--- config.mk ---
export PLATFORM = sky130hd
export DESIGN_NAME = bmc_4b5b_receive_decoder_flat
export DESIGN_NICKNAME = d
export VERILOG_FILES = /design/src/rtl/bmcrx_pkg.sv /design/src/rtl/bmcrx_req_if.sv /design/src/rtl/bmcrx_rsp_if.sv /design/src/rtl/bmcrx_fifo.sv /design/src/rtl/bmcrx_front.sv /design/src/rtl/bmcrx_back.sv /design/src/rtl/bmc_4b5b_receive_decoder.sv /design/src/flat_wrapper.sv
export SDC_FILE = /design/constraint.sdc
export NUM_CORES = 1
export LEC_CHECK = 0
export ABC_CLOCK_PERIOD_IN_PS = 9280
export BUFFER_PORTS_ARGS = -buffer_cell sky130_fd_sc_hd__buf_2
export CAP_MARGIN = 25
export CORE_ASPECT_RATIO = 0.5
export CORE_MARGIN = 2
export CORE_UTILIZATION = 50
export DETAILED_ROUTE_END_ITERATION = 7
export HOLD_SLACK_MARGIN = 0.1
export PLACE_DENSITY_LB_ADDON = 0.1
export SLEW_MARGIN = 20
export SYNTH_ARGS = -nofsm -noshare
export SYNTH_HDL_FRONTEND = slang
export SYNTH_SLANG_ARGS = --single-unit
--- constraint.sdc ---
create_clock -name clock -period 9.28 [get_ports clock]
set_input_delay 0.928 -clock clock [delete_from_list [all_inputs] [get_ports clock]]
set_output_delay 0.928 -clock clock [all_outputs]
set_load 0.005 [all_outputs]
--- src/rtl/bmcrx_pkg.sv ---
// shared types, constants and the 5b4b symbol table of the bmc receive decoder
package bmcrx_pkg;

   localparam int CSR_INDEX_W = 4;
   localparam int CSR_DATA_W  = 16;
   localparam int QDEPTH      = 2;
   localparam int QPTR_W      = $clog2(QDEPTH);
   localparam int QCNT_W      = $clog2(QDEPTH + 1);

   localparam logic [CSR_INDEX_W-1:0] CSR_SHORT_THRESHOLD = CSR_INDEX_W'(0);
   localparam logic [CSR_INDEX_W-1:0] CSR_SEARCH_LIMIT    = CSR_INDEX_W'(1);

   localparam logic [7:0]  THRESHOLD_RESET = 8'd30;
   localparam logic [15:0] LIMIT_RESET     = 16'd1024;
   localparam logic [15:0] COUNT_MAX       = 16'hFFFF;

   localparam logic [31:0] PAT_SOP   = 32'hC7E3C78D;
   localparam logic [31:0] PAT_HARD  = 32'hF33F3F3F;
   localparam logic [31:0] PAT_CABLE = 32'h3C7FE0FF;

   localparam logic [3:0] CODE_BITS = 4'd5;
   localparam logic [3:0] BYTE_BITS = 4'd10;

   typedef enum logic [2:0] {
      KIND_BYTE      = 3'd0,
      KIND_SOP       = 3'd1,
      KIND_HARD      = 3'd2,
      KIND_CABLE     = 3'd3,
      KIND_EXHAUSTED = 3'd4,
      KIND_BAD_CODE  = 3'd5
   } kind_type;

   typedef enum logic [1:0] {
      PH_IDLE = 2'd0,
      PH_HUNT = 2'd1,
      PH_DATA = 2'd2
   } phase_type;

   // one queue entry: a begin marker or one classified interval
   typedef struct packed {
      logic begin_flag;
      logic is_short;
   } qent_type;

   // bit 4 set means the code is not a data symbol
   function automatic logic [4:0] sym_to_nibble(input logic [4:0] code);
      logic [4:0] r;
      case (code)
         5'h09: r = 5'h01;
         5'h0A: r = 5'h04;
         5'h0B: r = 5'h05;
         5'h0E: r = 5'h06;
         5'h0F: r = 5'h07;
         5'h12: r = 5'h08;
         5'h13: r = 5'h09;
         5'h14: r = 5'h02;
         5'h15: r = 5'h03;
         5'h16: r = 5'h0A;
         5'h17: r = 5'h0B;
         5'h1A: r = 5'h0C;
         5'h1B: r = 5'h0D;
         5'h1C: r = 5'h0E;
         5'h1D: r = 5'h0F;
         5'h1E: r = 5'h00;
         default: r = 5'h10;
      endcase
      return r;
   endfunction

endpackage

--- src/rtl/bmcrx_req_if.sv ---
// capture word channel into the decoder
interface bmcrx_req_if;
   logic       valid;
   logic       ready;
   logic [7:0] capture;
   logic       begin_req;

   modport source (output valid, output capture, output begin_req, input ready);
   modport sink (input valid, input capture, input begin_req, output ready);
endinterface

--- src/rtl/bmcrx_rsp_if.sv ---
// result word channel out of the decoder
interface bmcrx_rsp_if;
   import bmcrx_pkg::*;
   logic       valid;
   logic       ready;
   kind_type   kind;
   logic [7:0] data_byte;
   logic [4:0] bad_code;

   modport source (output valid, output kind, output data_byte, output bad_code, input ready);
   modport sink (input valid, input kind, input data_byte, input bad_code, output ready);
endinterface

--- src/rtl/bmcrx_fifo.sv ---
// small register queue between the front and the back
module bmcrx_fifo (
   input  logic                clock,
   input  logic                reset,
   input  logic                push,
   input  bmcrx_pkg::qent_type push_data,
   output logic                full,
   input  logic                pop,
   output logic                pop_valid,
   output bmcrx_pkg::qent_type pop_data
);
   import bmcrx_pkg::*;

   qent_type                mem_ff [QDEPTH];
   qent_type                mem_in;
   logic [QPTR_W-1:0]       wr_ptr_ff, wr_ptr_in;
   logic [QPTR_W-1:0]       rd_ptr_ff, rd_ptr_in;
   logic [QCNT_W-1:0]       count_ff, count_in;

   assign full      = (count_ff == QCNT_W'(QDEPTH));
   assign pop_valid = (count_ff != '0);
   assign pop_data  = mem_ff[rd_ptr_ff];
   assign mem_in    = push_data;

   always_comb begin
      wr_ptr_in = push ? QPTR_W'(wr_ptr_ff + 1'b1) : wr_ptr_ff;
      rd_ptr_in = pop ? QPTR_W'(rd_ptr_ff + 1'b1) : rd_ptr_ff;
      count_in  = count_ff;
      if (push && !pop) begin
         count_in = QCNT_W'(count_ff + 1'b1);
      end else if (pop && !push) begin
         count_in = QCNT_W'(count_ff - 1'b1);
      end
   end

   always_ff @(posedge clock) begin
      if (reset) begin
         wr_ptr_ff <= '0;
         rd_ptr_ff <= '0;
         count_ff  <= '0;
      end else begin
         wr_ptr_ff <= wr_ptr_in;
         rd_ptr_ff <= rd_ptr_in;
         count_ff  <= count_in;
      end
   end

   always_ff @(posedge clock) begin
      if (push) begin
         mem_ff[wr_ptr_ff] <= mem_in;
      end
   end

endmodule

--- src/rtl/bmcrx_front.sv ---
// front: takes capture words, forms intervals and classifies them short or long
module bmcrx_front (
   input  logic                clock,
   input  logic                reset,
   bmcrx_req_if.sink           req_bus,
   input  logic [7:0]          short_threshold,
   input  logic                q_full,
   output logic                q_push,
   output bmcrx_pkg::qent_type q_data
);
   import bmcrx_pkg::*;

   logic [7:0] prev_ff, prev_in;
   logic       need_ref_ff, need_ref_in;
   logic       accept;
   logic [7:0] interval;

   assign req_bus.ready = !q_full;
   assign accept        = req_bus.valid && !q_full;
   assign interval      = 8'(req_bus.capture - prev_ff);

   always_comb begin
      prev_in           = prev_ff;
      need_ref_in       = need_ref_ff;
      q_push            = 1'b0;
      q_data.begin_flag = req_bus.begin_req;
      q_data.is_short   = (interval <= short_threshold);
      if (accept) begin
         if (req_bus.begin_req) begin
            q_push      = 1'b1;
            need_ref_in = 1'b1;
            prev_in     = '0;
         end else if (need_ref_ff) begin
            // reference capture only sets the time base
            need_ref_in = 1'b0;
            prev_in     = req_bus.capture;
         end else begin
            q_push  = 1'b1;
            prev_in = req_bus.capture;
         end
      end
   end

   always_ff @(posedge clock) begin
      if (reset) begin
         prev_ff     <= '0;
         need_ref_ff <= 1'b0;
      end else begin
         prev_ff     <= prev_in;
         need_ref_ff <= need_ref_in;
      end
   end

endmodule

--- src/rtl/bmcrx_back.sv ---
// back: ordered set hunt, bmc data bit recovery, 5b4b decode and result register
module bmcrx_back (
   input  logic                clock,
   input  logic                reset,
   input  logic                q_valid,
   input  bmcrx_pkg::qent_type q_data,
   output logic                q_pop,
   input  logic [15:0]         search_limit,
   bmcrx_rsp_if.source         rsp_bus
);
   import bmcrx_pkg::*;

   phase_type  phase_ff, phase_in;
   logic [31:0] pat_ff, pat_in;
   logic [15:0] cnt_ff, cnt_in;
   logic        absorb_ff, absorb_in;
   logic [3:0]  idx_ff, idx_in;
   logic [4:0]  collect_ff, collect_in;
   logic [3:0]  low_ff, low_in;

   logic        out_valid_ff, out_valid_in;
   kind_type    out_kind_ff, out_kind_in;
   logic [7:0]  out_byte_ff, out_byte_in;
   logic [4:0]  out_code_ff, out_code_in;

   // shared decode of the popped word
   logic [31:0] pat_shift;
   logic [15:0] cnt_inc;
   logic        sop_hit, hard_hit, cable_hit, exhaust;
   logic [3:0]  pos_wide;
   logic [2:0]  pos;
   logic [4:0]  collect_new;
   logic [3:0]  idx_inc;
   logic        code_done;
   logic [4:0]  nib_look;
   logic        nib_bad;
   logic        data_bit;

   assign q_pop = q_valid && (!out_valid_ff || rsp_bus.ready);

   always_comb begin
      pat_shift   = {q_data.is_short, pat_ff[31:1]};
      cnt_inc     = (cnt_ff < COUNT_MAX) ? 16'(cnt_ff + 1'b1) : cnt_ff;
      sop_hit     = (pat_shift == PAT_SOP);
      hard_hit    = (pat_shift == PAT_HARD);
      cable_hit   = (pat_shift == PAT_CABLE);
      exhaust     = (cnt_inc >= search_limit);
      pos_wide    = (idx_ff >= CODE_BITS) ? 4'(idx_ff - CODE_BITS) : idx_ff;
      pos         = (pos_wide > 4'd4) ? 3'd4 : pos_wide[2:0];
      collect_new = collect_ff | (5'(q_data.is_short) << pos);
      idx_inc     = 4'(idx_ff + 1'b1);
      code_done   = (idx_inc == CODE_BITS) || (idx_inc >= BYTE_BITS);
      nib_look    = sym_to_nibble(collect_new);
      nib_bad     = nib_look[4];
      data_bit    = q_pop && !q_data.begin_flag && (phase_ff == PH_DATA) && !absorb_ff;
   end

   // next phase
   always_comb begin
      phase_in = phase_ff;
      if (q_pop) begin
         if (q_data.begin_flag) begin
            phase_in = PH_HUNT;
         end else begin
            case (phase_ff)
               PH_HUNT: begin
                  if (sop_hit) begin
                     phase_in = PH_DATA;
                  end else if (hard_hit || cable_hit || exhaust) begin
                     phase_in = PH_IDLE;
                  end
               end
               PH_DATA: begin
                  if (data_bit && code_done && nib_bad) begin
                     phase_in = PH_IDLE;
                  end
               end
               default: phase_in = phase_ff;
            endcase
         end
      end
   end

   // datapath and result
   always_comb begin
      pat_in       = pat_ff;
      cnt_in       = cnt_ff;
      absorb_in    = absorb_ff;
      idx_in       = idx_ff;
      collect_in   = collect_ff;
      low_in       = low_ff;
      out_valid_in = out_valid_ff && !rsp_bus.ready;
      out_kind_in  = out_kind_ff;
      out_byte_in  = out_byte_ff;
      out_code_in  = out_code_ff;
      if (q_pop) begin
         if (q_data.begin_flag) begin
            pat_in     = '0;
            cnt_in     = '0;
            absorb_in  = 1'b0;
            idx_in     = '0;
            collect_in = '0;
            low_in     = '0;
         end else begin
            case (phase_ff)
               PH_HUNT: begin
                  pat_in = pat_shift;
                  cnt_in = cnt_inc;
                  out_byte_in = '0;
                  out_code_in = '0;
                  if (sop_hit) begin
                     absorb_in    = 1'b0;
                     idx_in       = '0;
                     collect_in   = '0;
                     out_valid_in = 1'b1;
                     out_kind_in  = KIND_SOP;
                  end else if (hard_hit) begin
                     out_valid_in = 1'b1;
                     out_kind_in  = KIND_HARD;
                  end else if (cable_hit) begin
                     out_valid_in = 1'b1;
                     out_kind_in  = KIND_CABLE;
                  end else if (exhaust) begin
                     out_valid_in = 1'b1;
                     out_kind_in  = KIND_EXHAUSTED;
                  end
               end
               PH_DATA: begin
                  if (absorb_ff) begin
                     // second half of a one bit
                     absorb_in = 1'b0;
                  end else begin
                     collect_in = collect_new;
                     absorb_in  = q_data.is_short;
                     idx_in     = idx_inc;
                     if (code_done) begin
                        if (nib_bad) begin
                           absorb_in    = 1'b0;
                           idx_in       = '0;
                           collect_in   = '0;
                           out_valid_in = 1'b1;
                           out_kind_in  = KIND_BAD_CODE;
                           out_byte_in  = '0;
                           out_code_in  = collect_new;
                        end else begin
                           collect_in = '0;
                           if (idx_inc == CODE_BITS) begin
                              low_in = nib_look[3:0];
                           end else begin
                              idx_in       = '0;
                              out_valid_in = 1'b1;
                              out_kind_in  = KIND_BYTE;
                              out_byte_in  = {nib_look[3:0], low_ff};
                              out_code_in  = '0;
                           end
                        end
                     end
                  end
               end
               default: pat_in = pat_ff;
            endcase
         end
      end
   end

   assign rsp_bus.valid     = out_valid_ff;
   assign rsp_bus.kind      = out_kind_ff;
   assign rsp_bus.data_byte = out_byte_ff;
   assign rsp_bus.bad_code  = out_code_ff;

   always_ff @(posedge clock) begin
      if (reset) begin
         phase_ff     <= PH_IDLE;
         pat_ff       <= '0;
         cnt_ff       <= '0;
         absorb_ff    <= 1'b0;
         idx_ff       <= '0;
         collect_ff   <= '0;
         low_ff       <= '0;
         out_valid_ff <= 1'b0;
      end else begin
         phase_ff     <= phase_in;
         pat_ff       <= pat_in;
         cnt_ff       <= cnt_in;
         absorb_ff    <= absorb_in;
         idx_ff       <= idx_in;
         collect_ff   <= collect_in;
         low_ff       <= low_in;
         out_valid_ff <= out_valid_in;
      end
   end

   always_ff @(posedge clock) begin
      out_kind_ff <= out_kind_in;
      out_byte_ff <= out_byte_in;
      out_code_ff <= out_code_in;
   end

endmodule

--- src/rtl/bmc_4b5b_receive_decoder.sv ---
// top level of the bmc receive decoder with 4b5b symbol decode
// result path: the front writes an accepted capture word into the queue, and the back loads
// the result register when it pops that entry from the queue
// throughput: one capture word per cycle while the queue is not full and the result register is not stalled
// a stalled result register holds the back; the two-entry queue takes words until it is full
// reset: synchronous, active high; clears control state, loads threshold 30 and limit 1024
module bmc_4b5b_receive_decoder (
   input  logic                                clock,
   input  logic                                reset,
   bmcrx_req_if.sink                           req_bus,
   bmcrx_rsp_if.source                         rsp_bus,
   input  logic                                csr_we,
   input  logic [bmcrx_pkg::CSR_INDEX_W-1:0]   csr_index,
   input  logic [bmcrx_pkg::CSR_DATA_W-1:0]    csr_wdata
);
   import bmcrx_pkg::*;

   // configuration registers
   logic [7:0]  threshold_ff, threshold_in;
   logic [15:0] limit_ff, limit_in;

   // queue between front and back
   logic     q_push;
   logic     q_full;
   logic     q_pop;
   logic     q_valid;
   qent_type q_wdata;
   qent_type q_rdata;

   always_comb begin
      threshold_in = threshold_ff;
      limit_in     = limit_ff;
      if (csr_we) begin
         case (csr_index)
            CSR_SHORT_THRESHOLD: threshold_in = csr_wdata[7:0];
            CSR_SEARCH_LIMIT:    limit_in     = csr_wdata[15:0];
            default:             threshold_in = threshold_ff; // unknown index ignored
         endcase
      end
   end

   always_ff @(posedge clock) begin
      if (reset) begin
         threshold_ff <= THRESHOLD_RESET;
         limit_ff     <= LIMIT_RESET;
      end else begin
         threshold_ff <= threshold_in;
         limit_ff     <= limit_in;
      end
   end

   // front: interval and short/long classification, reference capture handling
   bmcrx_front u_front (
      .clock           (clock),
      .reset           (reset),
      .req_bus         (req_bus),
      .short_threshold (threshold_ff),
      .q_full          (q_full),
      .q_push          (q_push),
      .q_data          (q_wdata)
   );

   // two-entry queue decouples the stall of the back from the front
   bmcrx_fifo u_fifo (
      .clock     (clock),
      .reset     (reset),
      .push      (q_push),
      .push_data (q_wdata),
      .full      (q_full),
      .pop       (q_pop),
      .pop_valid (q_valid),
      .pop_data  (q_rdata)
   );

   // back: ordered set hunt, data bits, symbol decode, result register
   bmcrx_back u_back (
      .clock        (clock),
      .reset        (reset),
      .q_valid      (q_valid),
      .q_data       (q_rdata),
      .q_pop        (q_pop),
      .search_limit (limit_ff),
      .rsp_bus      (rsp_bus)
   );

   // the front never pushes into a full queue
   a_no_overflow: assert property (@(posedge clock) disable iff (reset)
      !(q_push && q_full))
      else $error("queue push while full");

   // a stalled result word blocks the back
   a_stall_holds_back: assert property (@(posedge clock) disable iff (reset)
      (rsp_bus.valid && !rsp_bus.ready) |-> !q_pop)
      else $error("back popped while result stalled");

   // no result word right after reset
   a_reset_clears: assert property (@(posedge clock)
      $past(reset) |-> !rsp_bus.valid)
      else $error("result word valid after reset");

   // checks that a byte word carries no bad code; the back also clears the byte of a bad code word
   a_payload_clean: assert property (@(posedge clock) disable iff (reset)
      (rsp_bus.valid && (rsp_bus.kind == KIND_BYTE)) |-> (rsp_bus.bad_code == '0))
      else $error("byte word with nonzero bad code");

endmodule
--- src/flat_wrapper.sv ---
// flat-port wrapper written by rule: the top's interface ports become plain ports
module bmc_4b5b_receive_decoder_flat import bmcrx_pkg::*;
  (clock, reset, csr_we, csr_index, csr_wdata, req_bus_valid, req_bus_capture, req_bus_begin_req, req_bus_ready, rsp_bus_valid, rsp_bus_kind, rsp_bus_data_byte, rsp_bus_bad_code, rsp_bus_ready);
  bmcrx_req_if req_bus_i ();
  bmcrx_rsp_if rsp_bus_i ();
  input  logic clock;
  input  logic reset;
  input  logic csr_we;
  input  logic [bmcrx_pkg::CSR_INDEX_W-1:0] csr_index;
  input  logic [bmcrx_pkg::CSR_DATA_W-1:0] csr_wdata;
  input wire logic [$bits(req_bus_i.valid)-1:0] req_bus_valid;
  input wire logic [$bits(req_bus_i.capture)-1:0] req_bus_capture;
  input wire logic [$bits(req_bus_i.begin_req)-1:0] req_bus_begin_req;
  output wire logic [$bits(req_bus_i.ready)-1:0] req_bus_ready;
  output wire logic [$bits(rsp_bus_i.valid)-1:0] rsp_bus_valid;
  output wire logic [$bits(rsp_bus_i.kind)-1:0] rsp_bus_kind;
  output wire logic [$bits(rsp_bus_i.data_byte)-1:0] rsp_bus_data_byte;
  output wire logic [$bits(rsp_bus_i.bad_code)-1:0] rsp_bus_bad_code;
  input wire logic [$bits(rsp_bus_i.ready)-1:0] rsp_bus_ready;
  assign req_bus_i.valid = req_bus_valid;
  assign req_bus_i.capture = req_bus_capture;
  assign req_bus_i.begin_req = req_bus_begin_req;
  assign req_bus_ready = req_bus_i.ready;
  assign rsp_bus_valid = rsp_bus_i.valid;
  assign rsp_bus_kind = rsp_bus_i.kind;
  assign rsp_bus_data_byte = rsp_bus_i.data_byte;
  assign rsp_bus_bad_code = rsp_bus_i.bad_code;
  assign rsp_bus_i.ready = rsp_bus_ready;
  bmc_4b5b_receive_decoder u_core (.clock(clock), .reset(reset), .req_bus(req_bus_i), .rsp_bus(rsp_bus_i), .csr_we(csr_we), .csr_index(csr_index), .csr_wdata(csr_wdata));
endmodule
==> flow_summary.json, run 1 <==
{
  "run_status": "completed",
  "timing.max_slew.rel_slack_pct": 40.7,
  "cts-root-to-sink-buffers": 2,
  "port_buffers": 51,
  "numPlacedInstances": 922,
  "r2r_setup_slack_ns": 5.16,
  "post-route-period-util_pct": 44.4,
  "rows": 29,
  "timing.final.ws_setup_ns": 5.16,
  "critical-path-top-cell-by-count": "sky130_fd_sc_hd__nand2_1",
  "p_leak_nw": 2.96,
  "number_of_antenna_violations_at_the_first_check_in_global_routing": 0,
  "floorplan.die.height_microns": 84.5,
  "final_core_utilization_pct": 58.7,
  "grt_pass1_wl_microns": 23000,
  "vdd_ir_drop_max_mv": 0.121,
  "first_pass_iters": 5,
  "finalSetupViolations": 0,
  "tritoncts_num_sinks": 122,
  "avgSynthCellArea_sq_um": 8.88,
  "post_cts_hold_buffer_count": 0,
  "synth.top_cells.by_area": "sky130_fd_sc_hd__dfxtp_1 (32%), sky130_fd_sc_hd__edfxtp_1 (9.3%), sky130_fd_sc_hd__ha_1 (8.3%), sky130_fd_sc_hd__nor2_1 (6.1%), sky130_fd_sc_hd__a22oi_1 (4.7%)",
  "worst_ep_arrival_time_ns": 4.43,
  "worstSetupEndpointType": "flop",
  "final_antenna_net_count": 0,
  "grt_pass1_vias": 4712,
  "instances_no_fill": 955,
  "drt_drc_violations_left": 0,
  "drtIter0Drc": 317,
  "synthCells": 730,
  "worstPathCellList": "and3_1 -> nand2_1 -> nor3_1 -> nand2_1 -> or3_1 -> nand4_1 -> nor2_1 -> xor2_1 -> ha_1 -> a21o_1 -> a211oi_1 -> o21a_1 -> o31ai_1 -> nand2_1 -> nand2_1 -> o31ai_1 -> a31oi_1 -> o32ai_1",
  "synth_fp_nets": 808,
  "number_of_cts_inserted_buffers": 17,
  "cts_tree": "built",
  "core_area_sq_um": 12700,
  "fp.dieArea_sq_um": 13900,
  "drt_wl_total_microns": 13900,
  "share_of_the_synthesized_area_in_the_top_cell_type_pct": 31.5,
  "diodes": 0,
  "detail_route.wl_per_cell_microns": 14.5,
  "detailedPlacementHpwl_microns": 9830,
  "cts_root_buf": "sky130_fd_sc_hd__clkbuf_16",
  "fin_setup_tns_ns": 0,
  "die_w_microns": 165,
  "clock_latency_ns": 0.42,
  "hold_slack_ns": 0.486,
  "critical_path_peak_fanout": 12,
  "maxCapViolations": 0,
  "synth-edff-count": 20,
  "ys_dominant_reg_cell": "sky130_fd_sc_hd__dfxtp_1",
  "grtUsageTotal_pct": 20.9,
  "final-max-slew-violation-count": 0,
  "power_density_nw_per_um2": 202,
  "cts_htree_levels": 4,
  "rsz0062_at_grt": "no",
  "proportion_of_synthesized_flip_flops_having_asynchronous_set_or_reset_pct": 0,
  "synth_seq_cells": 122,
  "place_congestion": 0.857,
  "vias_per_cell": 5.57,
  "layout-drive-gt1-share_pct": 13.9,
  "synth_area_sq_um": 6480,
  "worst-slew-pin-transition_ns": 0.888,
  "grt_start_max_net_pins": 81,
  "worst_clock_skew_ns": 0.0102,
  "report.final.hold_viol_count": 0,
  "worst_setup_hold_path_clk_slew_ns": 0.06,
  "route.vias.total": 5315,
  "clock.fmax_ghz": 0.243,
  "area_growth_syn_to_layout_pct": 14.8,
  "floorplan.initialDensity_pct": 51.2,
  "max_stage_delay_ns": 0.56,
  "post-route-min-period_ns": 4.12,
  "synth.lib_cells_used.distinct": 67,
  "proportion_of_synthesized_chip_area_in_sequential_cells_pct": 40.8,
  "place_worst_setup_slack_ns": 5.24,
  "ys.warnings.count": 0,
  "postCtsResizedCells": 0,
  "post_cts.repair.setup_buffers": 0,
  "holdCritPathClass": "reg -> reg",
  "finalNetCount": 850,
  "critical_path.slowest_cell": "sky130_fd_sc_hd__or3_1",
  "synthDominantAreaCellType": "sky130_fd_sc_hd__dfxtp_1",
  "worst_setup_path_start_kind": "flop",
  "num_io_pins": 52,
  "grt_overflow_total": 0,
  "critPathKind": "reg -> reg",
  "worst_ep_required_time_ns": 9.59
}
==> kinds of logic after synthesis <==
logic type	Yosys count	share of synthesized area, %
compound gates	171	18.0
xor+xnor	24	3.24
fa+ha+maj	44	8.61
buf+inv	83	5.06
flops	122	40.8
mux	33	5.19
simple gates	253	19.1
==> report_power, final <==
| part | total (mW) | leakage (nW) | switching, mW | internal (mW) |
|---|---|---|---|---|
| Sequential | 0.579 | 1.02 | 0.0150 | 0.564 |
| Clock | 0.649 | 0.281 | 0.260 | 0.389 |
| Combinational | 0.273 | 1.66 | 0.182 | 0.0916 |
| Total | 1.50 | 2.96 | 0.457 | 1.04 |
==> flip-flops by register name (all words and copies together), names as in the netlist, named ones only <==
register,cells
u_core.threshold_ff,8
u_core.u_fifo.count_ff,2
u_core.u_back.idx_ff,4
u_core.u_back.pat_ff,31
u_core.u_back.low_ff,4
u_core.u_fifo.wr_ptr_ff,1
u_core.u_back.cnt_ff,16
u_core.u_back.absorb_ff,1
u_core.u_front.prev_ff,8
u_core.u_back.collect_ff,5
u_core.u_front.need_ref_ff,1
u_core.u_fifo.mem_ff,4
u_core.u_fifo.rd_ptr_ff,1
u_core.u_back.rsp_bus.bad_code,5
u_core.u_back.phase_ff,2
u_core.u_back.rsp_bus.valid,1
u_core.limit_ff,16
u_core.u_back.rsp_bus.data_byte,8
u_core.u_back.rsp_bus.kind,3
==> per-stage QoR <==
stage	cell area [sq um]	power, mW
4_1_cts	7430	1.52
3_5_place_dp	6850	0.863
5_1_grt	7440	1.58
6_report	7440	1.50
2_1_floorplan	6480	0.789
3_3_place_gp	6850	0.860
==> cells in the mapped netlist (all sizes together) (3+ instances only) <==
master    n
a211oi    5
a21o      5
a21oi    45
a22oi    41
a311oi    5
a31oi     5
a32o      4
and2     10
and3      4
and4      4
buf       5
clkbuf   28
dfxtp   102
edfxtp   20
ha       43
inv      50
mux2      5
mux2i    28
nand2    39
nand2b   12
nand3    17
nand4    12
nor2    106
nor2b     4
nor3     14
nor3b     7
nor4      8
o211ai    5
o21a      5
o21ai    26
o21bai    3
o31ai     7
or2       4
or3       4
xnor2    16
xor2      8
==> layer usage <==
| metal | vias to the layer above | part of all wire (%) | global-route usage, % |
|---|---|---|---|
| li1 | 2710 | - | - |
| met5 | - | 0 | 0 |
| met3 | 8 | 5.2 | 5.48 |
| met1 | 2487 | 52 | 29.6 |
| met2 | 110 | 42 | 31.4 |
| met4 | 0 | 0.60 | 6.17 |
==> worst paths after layout <==
kind                                                start                         to  cells past startpoint
worst min-delay path            u_core.u_front.prev_ff[4]  u_core.u_front.prev_ff[4]                      2
worst max register to register    u_core.u_back.cnt_ff[2]  u_core.u_back.phase_ff[0]                     18
worst max-delay path              u_core.u_back.cnt_ff[2]  u_core.u_back.phase_ff[0]                     18
worst min register to register  u_core.u_front.prev_ff[4]  u_core.u_front.prev_ff[4]                      2
==> final cells by class <==
class	instances	area [sq um]
clock buffers	18	450
repair buffers	56	290
inverters	50	188
fillers	1161	5230
flip-flops and latches	122	2640
clock inverters	14	133
well taps	170	213
multi-input cells	525	3520
==> critical path: cells and delay by family, from the launching register on <==
kind            cells  cell delay [ns]
simple gates        9             1.92
compound gates      7             1.34
flops               1             0.39
fa+ha+maj           1             0.21
xor+xnor            1             0.16
==> cells in the final DEF (no fill, tap or decap), types with 7 or more instances in the layout <==
cell type,count
sky130_fd_sc_hd__mux2i_1,28
sky130_fd_sc_hd__nand2_1,39
sky130_fd_sc_hd__nor2_1,104
sky130_fd_sc_hd__clkbuf_16,18
sky130_fd_sc_hd__a22oi_1,41
sky130_fd_sc_hd__o21ai_0,24
sky130_fd_sc_hd__edfxtp_1,20
sky130_fd_sc_hd__and2_1,10
sky130_fd_sc_hd__nand3_1,17
sky130_fd_sc_hd__a21oi_1,45
sky130_fd_sc_hd__nor3_1,14
sky130_fd_sc_hd__xnor2_1,16
sky130_fd_sc_hd__xor2_1,8
sky130_fd_sc_hd__nor4_1,7
sky130_fd_sc_hd__inv_1,48
sky130_fd_sc_hd__buf_2,52
sky130_fd_sc_hd__ha_1,43
sky130_fd_sc_hd__nor3b_1,7
sky130_fd_sc_hd__nand4_1,12
sky130_fd_sc_hd__dfxtp_1,102
sky130_fd_sc_hd__nand2b_1,11
Power figures use the tool's default switching activity.
==> run 2, diff against run 1 <==
- ABC_AREA: unset -> 1
- ABC_CLOCK_PERIOD_IN_PS: 9280 -> 3400
- clock period: 9.28 -> 3.4 ns (I/O delays scaled with it)
==> flow_summary.json, run 2 <==
{
  "design_power_total_mw": 4.61,
  "worst_setup_hold_path_clk_slew_ns": 0.06,
  "critical_path.slowest_cell": "sky130_fd_sc_hd__dfxtp_4",
  "p_comb_share_pct": 24.4,
  "placed_area_sq_um": 7370,
  "grt_pass1_wl_microns": 24600,
  "path_buf_inv": 1,
  "maxCapViolations": 0,
  "diodes": 0,
  "ff2ff_path_depth": 20,
  "floorplan.die.height_microns": 87.2,
  "die_w_microns": 170,
  "worst_ep_arrival_time_ns": 3.38,
  "post-route-min-period_ns": 3.26,
  "critPathCapture": "u_core.u_back.rsp_bus.kind[0]",
  "report.final.hold_viol_count": 0,
  "worst_ep_required_time_ns": 3.53,
  "cts_htree_levels": 4,
  "switching_power_mw": 1.51,
  "first_pass_iters": 5,
  "proportion_of_synthesized_chip_area_in_sequential_cells_pct": 38.2,
  "drtIter0Drc": 410,
  "netlist_top_cells_count": "sky130_fd_sc_hd__nand2_1 (211), sky130_fd_sc_hd__a21oi_1 (114), sky130_fd_sc_hd__inv_1 (106)",
  "avgSynthCellArea_sq_um": 7.50,
  "grtUsageTotal_pct": 20.7,
  "worst_clock_skew_ns": 0.0128,
  "port_buffers": 51,
  "fraction_of_power_consumed_by_sequential_logic_pct": 35.4,
  "synth_seq_cells": 122,
  "r2r_setup_slack_ns": 0.14,
  "vias_per_cell": 5.13,
  "ys_dominant_reg_cell": "sky130_fd_sc_hd__dfxtp_1",
  "timing.final.ws_setup_ns": 0.145,
  "tritoncts_num_sinks": 122,
  "number_of_antenna_violations_at_the_first_check_in_global_routing": 0,
  "proportion_of_synthesized_flip_flops_having_asynchronous_set_or_reset_pct": 0,
  "clock_latency_ns": 0.42,
  "drt_wl_total_microns": 15100,
  "clock.fmax_ghz": 0.307,
  "finalNetCount": 1057,
  "place_worst_setup_slack_ns": 0.0539,
  "final-max-slew-violation-count": 0,
  "synthCells": 923,
  "synth-edff-count": 20,
  "worstPathCellList": "nand3_2 -> nor2_2 -> nand3_1 -> nor2_2 -> nand2_1 -> nor3b_2 -> nand2_1 -> nor2_1 -> xor2_1 -> nand2_1 -> ha_4 -> nand2_1 -> inv_1 -> nand3_2 -> nor3_4 -> nand3_1 -> nand3_2 -> nor2_4 -> nand2_2 -> o21a_1",
  "rows": 30,
  "internal-power_mw": 3.10,
  "grt_overflow_total": 0,
  "crit-reg2reg-capture": "u_core.u_back.rsp_bus.kind[0]",
  "share_of_the_synthesized_area_in_the_top_cell_type_pct": 29.5,
  "switching_share_pct": 32.8,
  "holdCritPathClass": "in -> reg",
  "finalSetupViolations": 0,
  "worstSetupEndpointType": "flop",
  "cp.depth": 20,
  "largest_register": "u_core.u_back.pat_ff",
  "mostFrequentLayoutCells": "sky130_fd_sc_hd__nand2_1 (210), sky130_fd_sc_hd__a21oi_1 (112), sky130_fd_sc_hd__inv_1 (106), sky130_fd_sc_hd__dfxtp_1 (98), sky130_fd_sc_hd__nor2_1 (64)",
  "final_area_sq_um": 8110,
  "clkPwrFrac_pct": 40.2,
  "worst-slew-pin-transition_ns": 0.928,
  "post-route-period-util_pct": 95.7,
  "detail_route.wl_per_cell_microns": 12.7,
  "fp.dieArea_sq_um": 14900,
  "cts_tree": "built",
  "cpLargestDelayFamily": "simple AND/OR/NAND/NOR gates",
  "final_core_utilization_pct": 59.8,
  "synthDominantAreaCellType": "sky130_fd_sc_hd__dfxtp_1",
  "number_of_cts_inserted_buffers": 17,
  "worst_setup_path_start_kind": "flop",
  "area_growth_syn_to_layout_pct": 17.1,
  "reg.largest.list": "u_core.u_back.pat_ff: 31 flops, u_core.limit_ff: 16 flops, u_core.u_back.cnt_ff: 16 flops",
  "yosys.cell_count.top_type": "sky130_fd_sc_hd__nand2_1",
  "hold_path_depth": 3,
  "synth.top_cells.by_area": "sky130_fd_sc_hd__dfxtp_1 (29%), sky130_fd_sc_hd__nand2_1 (11%), sky130_fd_sc_hd__edfxtp_1 (8.7%), sky130_fd_sc_hd__a21oi_1 (8.2%), sky130_fd_sc_hd__ha_1 (7.8%)",
  "timing.critical_path.from": "u_core.u_back.cnt_ff[3]",
  "grt_pass1_vias": 5322,
  "place_congestion": 0.883,
  "final.fill_count": 1203,
  "critical-path-top-cell-by-count": "sky130_fd_sc_hd__nand2_1",
  "route.vias.total": 6073,
  "run_status": "completed",
  "grt_start_max_net_pins": 71,
  "p_leak_nw": 3.28,
  "max_stage_delay_ns": 0.37,
  "num_io_pins": 52,
  "number_of_flip_flops_under_the_largest_register_name": 31,
  "detailedPlacementHpwl_microns": 10500,
  "synth.lib_cells_used.distinct": 49,
  "vdd_ir_drop_max_mv": 0.290,
  "final_antenna_net_count": 0,
  "critPathKind": "reg -> reg",
  "hold_slack_ns": 0.149,
  "cts-root-to-sink-buffers": 2,
  "layout-drive-gt1-share_pct": 17.5,
  "mostFrequentLayoutCell": "sky130_fd_sc_hd__nand2_1",
  "floorplan.initialDensity_pct": 51.1,
  "power_density_nw_per_um2": 569,
  "cts_root_buf": "sky130_fd_sc_hd__clkbuf_16",
  "ys.warnings.count": 0,
  "core_area_sq_um": 13600,
  "timing.max_slew.rel_slack_pct": 38.0,
  "synth_area_sq_um": 6920,
  "critical_path_peak_fanout": 5,
  "r2r-start": "u_core.u_back.cnt_ff[3]",
  "drt_drc_violations_left": 0,
  "synth_fp_nets": 1001
}
==> run 2: changes by cell type after synthesis, sizes merged, moves of 10 or more <==
cell / delta
nand2: +196
a22oi: -38
inv: +66
mux2i: -28
xnor2: -10
a21oi: +74
nand2b: -12
nor2: -30
and2: -10
o21ai: +20
nand3: +21
==> run 2: final cells by class <==
type,count,area [sq um],share of cell area [%]
timing repair buffer,63,345,4.26
clock inverter,14,173,2.13
tap,192,240,2.96
inverter,119,454,5.60
sequential,122,2650,32.7
multi-input combinational,656,3810,47.0
clock buffer,18,429,5.29
==> run 2: metrics by stage <==
stage / TNS, ns / instances
after CTS: 0 / 1178
after floorplan: 0 / 923
after detailed placement: 0 / 1146
after global routing: -0.592 / 1184
after global placement: 0 / 1146
final: 0 / 1184
==> run 2: worst reg2reg max path: stages (launching register included) <==
cell and delay, ns:
sky130_fd_sc_hd__dfxtp_4 0.37, sky130_fd_sc_hd__nand3_2 0.08, sky130_fd_sc_hd__nor2_2 0.14, sky130_fd_sc_hd__nand3_1 0.11, sky130_fd_sc_hd__nor2_2 0.17, sky130_fd_sc_hd__nand2_1 0.08
sky130_fd_sc_hd__nor3b_2 0.26, sky130_fd_sc_hd__nand2_1 0.10, sky130_fd_sc_hd__nor2_1 0.13, sky130_fd_sc_hd__xor2_1 0.16, sky130_fd_sc_hd__nand2_1 0.11, sky130_fd_sc_hd__ha_4 0.28
sky130_fd_sc_hd__nand2_1 0.05, sky130_fd_sc_hd__inv_1 0.06, sky130_fd_sc_hd__nand3_2 0.09, sky130_fd_sc_hd__nor3_4 0.21, sky130_fd_sc_hd__nand3_1 0.11, sky130_fd_sc_hd__nand3_2 0.12
sky130_fd_sc_hd__nor2_4 0.05, sky130_fd_sc_hd__nand2_2 0.08, sky130_fd_sc_hd__o21a_1 0.19
==> run 2: what timing repair did <==
item	CTS	global route
resized for setup	1	21
hold buffers	0	0
pin swaps	0	11
buffers inserted	0	6
setup endpoints to repair	3	6
==> run 2: worst min path at each step <==
stage / startpoint / endpoint / slack (ns)
final: csr_wdata[10] / u_core.limit_ff[10] / 0.15
after global routing: csr_wdata[4] / u_core.threshold_ff[4] / 0.15
after CTS: csr_wdata[10] / u_core.limit_ff[10] / 0.14
after detailed placement: u_core.u_back.collect_ff[3] / u_core.u_back.collect_ff[3] / 0.45
after global placement: u_core.u_fifo.rd_ptr_ff / u_core.u_fifo.rd_ptr_ff / 0.44
after floorplan: u_core.u_fifo.rd_ptr_ff / flop / 0.43
==> run 2: kinds of logic after synthesis <==
group / share of synthesized area (%)
buffers and inverters: 8.06
DFF: 38.2
xor gates and xnor gates: 2.02
adders and majority gates: 8.06
and+or+nand+nor: 28.3
AOI/OAI and AO/OA: 15.4
==> run 2: metal layers <==
layer  vias to the layer above  part of all wire (%)  global-route usage, %
li1                       3188                     -                      -
met1                      2737                    52                   28.8
met2                       135                    44                   32.9
met3                        13                   3.8                   4.73
met4                         0                  0.82                   5.36
met5                         -                     0                      0
==> run 2: power groups by stage <==
stage                     logic, mW  clock network (mW)  registers [mW]
after global routing           1.27                1.95            1.64
after CTS                      1.13                1.88            1.63
after detailed placement       1.12                   0            1.66
after global placement         1.10                   0            1.66
final                          1.12                1.85            1.63
after floorplan               0.845                   0            1.66
